<file path="src/rtl/cau_pkg.sv">
// shared codes and control types for the complex arithmetic unit
// no dependencies; used by cau_front, cau_cell and complex_arith_unit_top
package cau_pkg;

    // default sizes of the fixed point format
    localparam int DATA_WIDTH_DEF = 32;
    localparam int FRAC_BITS_DEF  = 16;

    // command codes
    localparam logic [3:0] CMD_ADD    = 4'd0;
    localparam logic [3:0] CMD_SUB    = 4'd1;
    localparam logic [3:0] CMD_MUL    = 4'd2;
    localparam logic [3:0] CMD_DIV    = 4'd3;
    localparam logic [3:0] CMD_RECIP  = 4'd4;
    localparam logic [3:0] CMD_MAG    = 4'd5;
    localparam logic [3:0] CMD_EQ     = 4'd6;
    localparam logic [3:0] CMD_NE     = 4'd7;
    localparam logic [3:0] CMD_ISZERO = 4'd8;
    localparam logic [3:0] CMD_ISREAL = 4'd9;
    localparam logic [3:0] CMD_ISIMAG = 4'd10;

    // what the cell chain does with a request
    typedef enum logic [1:0] {
        KIND_PRE  = 2'd0,   // result already final, carried along
        KIND_DIV  = 2'd1,   // one quotient bit per cell, two lanes
        KIND_SQRT = 2'd2    // one root bit per cell
    } t_kind;

    // control travelling with each request
    typedef struct packed {
        logic  vld;
        t_kind kind;
        logic  neg_re;
        logic  neg_im;
        logic  big_re;
        logic  big_im;
        logic  flag;
        logic  dz;
        logic  sat;
    } t_ctl;

endpackage

</file>
<file path="src/rtl/cau_cell.sv">
// one cell of the iteration chain: a quotient bit on two lanes or a root bit
// depends on cau_pkg for the control struct
module cau_cell #(
    parameter int DATA_WIDTH = cau_pkg::DATA_WIDTH_DEF
) (
    input  logic                      i_clk,
    input  logic                      i_rst_n,
    input  logic                      i_en,
    input  cau_pkg::t_ctl             i_ctl,
    input  logic [2*DATA_WIDTH-1:0]   i_den,
    input  logic [2*DATA_WIDTH-1:0]   i_rem_re,
    input  logic [2*DATA_WIDTH-1:0]   i_rem_im,
    input  logic [DATA_WIDTH-1:0]     i_num_re,
    input  logic [DATA_WIDTH-1:0]     i_num_im,
    input  logic [DATA_WIDTH-1:0]     i_q_re,
    input  logic [DATA_WIDTH-1:0]     i_q_im,
    output cau_pkg::t_ctl             o_ctl,
    output logic [2*DATA_WIDTH-1:0]   o_den,
    output logic [2*DATA_WIDTH-1:0]   o_rem_re,
    output logic [2*DATA_WIDTH-1:0]   o_rem_im,
    output logic [DATA_WIDTH-1:0]     o_num_re,
    output logic [DATA_WIDTH-1:0]     o_num_im,
    output logic [DATA_WIDTH-1:0]     o_q_re,
    output logic [DATA_WIDTH-1:0]     o_q_im
);

    localparam int DW = DATA_WIDTH;
    localparam int PW = 2 * DW;

    logic [PW:0]   t_re, t_im, d_ext;
    logic [DW+2:0] t_s, trial;
    logic [PW-1:0] n_den, n_rem_re, n_rem_im;
    logic [DW-1:0] n_num_re, n_num_im, n_q_re, n_q_im;

    // restoring divide step, square root step, or pass
    always_comb begin
        t_re     = {i_rem_re, i_num_re[DW-1]};
        t_im     = {i_rem_im, i_num_im[DW-1]};
        d_ext    = {1'b0, i_den};
        t_s      = {i_rem_re[DW:0], i_den[PW-1:PW-2]};
        trial    = {1'b0, i_q_re, 2'b01};
        n_den    = i_den;
        n_rem_re = i_rem_re;
        n_rem_im = i_rem_im;
        n_num_re = i_num_re;
        n_num_im = i_num_im;
        n_q_re   = i_q_re;
        n_q_im   = i_q_im;
        case (i_ctl.kind)
            cau_pkg::KIND_DIV: begin
                n_num_re = i_num_re << 1;
                n_num_im = i_num_im << 1;
                if (t_re >= d_ext) begin
                    n_rem_re = PW'(t_re - d_ext);
                    n_q_re   = {i_q_re[DW-2:0], 1'b1};
                end else begin
                    n_rem_re = PW'(t_re);
                    n_q_re   = {i_q_re[DW-2:0], 1'b0};
                end
                if (t_im >= d_ext) begin
                    n_rem_im = PW'(t_im - d_ext);
                    n_q_im   = {i_q_im[DW-2:0], 1'b1};
                end else begin
                    n_rem_im = PW'(t_im);
                    n_q_im   = {i_q_im[DW-2:0], 1'b0};
                end
            end
            cau_pkg::KIND_SQRT: begin
                // radicand sits in den, partial remainder in rem_re, root in q_re
                n_den = i_den << 2;
                if (t_s >= trial) begin
                    n_rem_re = PW'(t_s - trial);
                    n_q_re   = {i_q_re[DW-2:0], 1'b1};
                end else begin
                    n_rem_re = PW'(t_s);
                    n_q_re   = {i_q_re[DW-2:0], 1'b0};
                end
            end
            default: begin
            end
        endcase
    end

    always_ff @(posedge i_clk) begin
        if (!i_rst_n) begin
            o_ctl.vld <= 1'b0;
        end else if (i_en) begin
            o_ctl    <= i_ctl;
            o_den    <= n_den;
            o_rem_re <= n_rem_re;
            o_rem_im <= n_rem_im;
            o_num_re <= n_num_re;
            o_num_im <= n_num_im;
            o_q_re   <= n_q_re;
            o_q_im   <= n_q_im;
        end
    end

endmodule

</file>
<file path="config.mk">
export PLATFORM = sky130hd
export DESIGN_NAME = cau_cell
export DESIGN_NICKNAME = d
export VERILOG_FILES = /design/src/rtl/cau_pkg.sv /design/src/rtl/cau_cell.sv
export SDC_FILE = /design/constraint.sdc
export NUM_CORES = 1
export LEC_CHECK = 0
export ABC_AREA = 1
export BUFFER_PORTS_ARGS = -buffer_cell sky130_fd_sc_hd__buf_2
export CELL_PAD_IN_SITES_DETAIL_PLACEMENT = 1
export CELL_PAD_IN_SITES_GLOBAL_PLACEMENT = 1
export CORE_MARGIN = 3
export CORE_UTILIZATION = 42
export CTS_CLUSTER_DIAMETER = 60
export CTS_CLUSTER_SIZE = 12
export DETAILED_ROUTE_END_ITERATION = 10
export HOLD_SLACK_MARGIN = 0.08
export PLACE_DENSITY = 0.86
export REMOVE_ABC_BUFFERS = 1
export SLEW_MARGIN = 20
export SYNTH_ARGS = -nofsm -noshare
export SYNTH_HDL_FRONTEND = slang
export SYNTH_SLANG_ARGS = --single-unit
</file>
<file path="constraint.sdc">
create_clock -name i_clk -period 19.48 [get_ports i_clk]
set_input_delay 2.922 -clock i_clk [delete_from_list [all_inputs] [get_ports i_clk]]
set_output_delay 2.922 -clock i_clk [all_outputs]
set_load 0.1 [all_outputs]
</file>
==> impl_metrics.yaml <==
timing:
  min_period_over_period_pct: 33.4
  fin_ws_ps: 12980
  fmax_ghz: 0.154
  setup_violations: 0
  maxSlewViolCount: 0
  max_slew_margin_pct: 26.8
  totalNegativeSetupSlack_ps: 0
  skew_ps: 0
  min_period_ps: 6500
  rsz0062_at_grt: "false"
  hold_viol: 0
  tightest_slew_ps: 1100
  hold_slack_ps: 603
hold_path:
  whs_path_depth: 2
  hp-class: "register to register"
floorplan:
  core_um2: 69300
  fp.dieW_um: 272
  die_y_um: 272
  initial_core_util_pct: 42.8
  num_rows: 96
  die_area_um2: 73800
  io_pins: 663
clock_tree:
  cts_resized: 0
  cts_tree: "done"
  numCtsBuffers: 43
  cts_setup_buffers: 0
  clk_path_buf_depth: 3
  clock_latency_ps: 600
  cts.sinks: 330
  h-tree-depth: 2
  ctsRootBufferMaster: "clkbuf_16"
  clk_pin_slew_ps: 60
  holdBufCountCts: 0
worst_setup_path:
  path_max_fanout: 64
  required_ps: 19810
  critPathKind: "input pin to register"
  r2r_cells: 2
  crit_slowest_cell: "nor2_4"
  cp_data_arrival_time_ps: 6830
  path_cells: "buf_2 -> inv_1 -> ha_1 -> a21oi_1 -> nor2_1 -> nor3_1 -> nand3_1 -> nor2_4 -> buf_4 -> nand2_2 -> buf_4 -> nand4_1 -> nand3_1"
  worstSetupStartpointType: "input pin"
  critPathMaxStageDelay_ps: 650
  endpoint_kind: "register"
pwr:
  power.total_mw: 2.91
  power.leakage_nw: 17.9
  ir_drop_v: 0.0000671
  power.density_nw_per_um2: 82.8
global_route:
  grt_max_degree: 146
  grt_pass1_vias: 34600
  antenna_found_initial: 26
  grt_pass1_wl_um: 218000
  grt_usage_pct: 39.0
  gr-total-overflow: 0
placed_design:
  place_area_um2: 33700
  placed_cells: 6027
  hpwlAfterDp_um: 121000
  place.gp.congestion: 1.04
  pre_cts_ws_ps: 12550
  port_buffers: 662
final_layout:
  fin_nets: 5640
  stdcell_area_um2: 35200
  syn2layout_area_growth_pct: 18.6
  fin_util_pct: 50.7
  final_cells: 6118
  fillers: 9499
  drive_gt1_share_pct: 15.2
  multi_input_area_um2: 16400
  ff_latch_area_um2: 9900
synthesis:
  ys_warn_count: 0
  avgSynthCellArea_um2: 6.51
  yosysTopAreaCellShare_pct: 33.3
  synth.most_common_cell: "nand2_1"
  ys_ff_latch: 330
  ys_async_sr_fraction_pct: 0
  synthTopCellsByArea: "edfxtp_1 33%, nand2_1 20%, inv_1 9.4%, ha_1 6.9%, nand3_1 6.2%"
  seq_area_frac_synth_pct: 33.4
  post-synth-top-area-cell: "edfxtp_1"
  synth_cell_types: 40
  synthCells: 4552
  synth_common_cells: "1568 x nand2_1, 742 x inv_1, 380 x nor2_1"
  synth_edf_count: 329
  syn_area_um2: 29600
  ys.flop_type: "edfxtp_1"
drt:
  num_vias: 34400
  drt-wirelength-per-cell_um: 24.4
  via_per_inst: 5.62
  drc: 0
  drt.antenna.violating_nets: 0
  dr.pass1.iters: 6
  drt_iter0_drc: 3116
  drt-total-wl_um: 149000
job:
  maxCapViolations: 0
outcome:
  status: "finished clean"
[path summary, 6_finish.rpt]
check	from	end	slack, ps
worst max-delay path	i_den[62]	o_rem_im[50]$_DFFE_PP_	12980
worst min-delay path	o_ctl[9]$_SDFFE_PN0P_	o_ctl[9]$_SDFFE_PN0P_	600
worst max register to register	o_ctl[9]$_SDFFE_PN0P_	o_ctl[9]$_SDFFE_PN0P_	18800
worst min register to register	o_ctl[9]$_SDFFE_PN0P_	o_ctl[9]$_SDFFE_PN0P_	600
[worst max-delay path: cells and delay by family]
family	cells	cell delay [ps]
adder cells (fa/ha/maj)	1	430
buffers and inverters	4	1610
AND/OR/NAND/NOR	7	1540
AO/OA/AOI/OAI	1	220
[power breakdown]
group          total, mW  switching, mW  internal (mW)  leakage [nW]
combinational       1.19          0.942          0.248          14.2
clock              0.838          0.356          0.483         0.694
sequential         0.882         0.0258          0.856          3.04
total               2.91           1.32           1.59          17.9
[cell usage in the layout, fill, tap and decap left out, drive strengths merged, types with 9 or more instances in the layout]
cell type,count
nand2,1578
inv,755
buf,678
nor2,389
nand3,369
edfxtp,329
o21ai,294
a21oi,228
ha,164
nand4,118
clkbuf,51
xor2,43
nand3b,42
xnor2,34
nor3,23
o21bai,20
diode,18
nor4,9
[flip-flops by register name, indices dropped and copies added (netlist names)]
signal and count:
o_q_im 32, o_ctl 10, o_num_im 32, o_num_re 32
o_q_re 32, o_rem_im 64, o_rem_re 64, o_den 64
[per-layer routing]
| metal | part of all wire [%] | wire [µm] | global-route usage (%) |
|---|---|---|---|
| met3 | 8.4 | 12500 | 7.12 |
| met2 | 47 | 69700 | 65.5 |
| met5 | 0.034 | 51 | 0 |
| met1 | 40 | 59800 | 49.1 |
| met4 | 4.8 | 7110 | 16.5 |
[area by class of cell]
class | instances | share of cell area [%]
multi-input combinational | 3343 | 46.5
antenna | 18 | 0.128
sequential | 330 | 28.2
clock inverter | 22 | 0.947
inverter | 745 | 7.99
clock buffer | 51 | 3.15
tap | 931 | 3.31
timing repair buffer | 678 | 9.80
[cell families (layout without fill, tap and decap cells)]
group	count (synthesis)	after routing	share of synthesized area [%]
flip-flops	330	330	33.4
buffers and inverters	879	1496	11.6
adder cells (fa/ha/maj)	166	166	7.06
AO/OA/AOI/OAI	563	563	9.98
XOR/XNOR	77	77	2.28
other	0	18	0
AND/OR/NAND/NOR	2537	2537	35.7
Power figures use the tool's default switching activity.
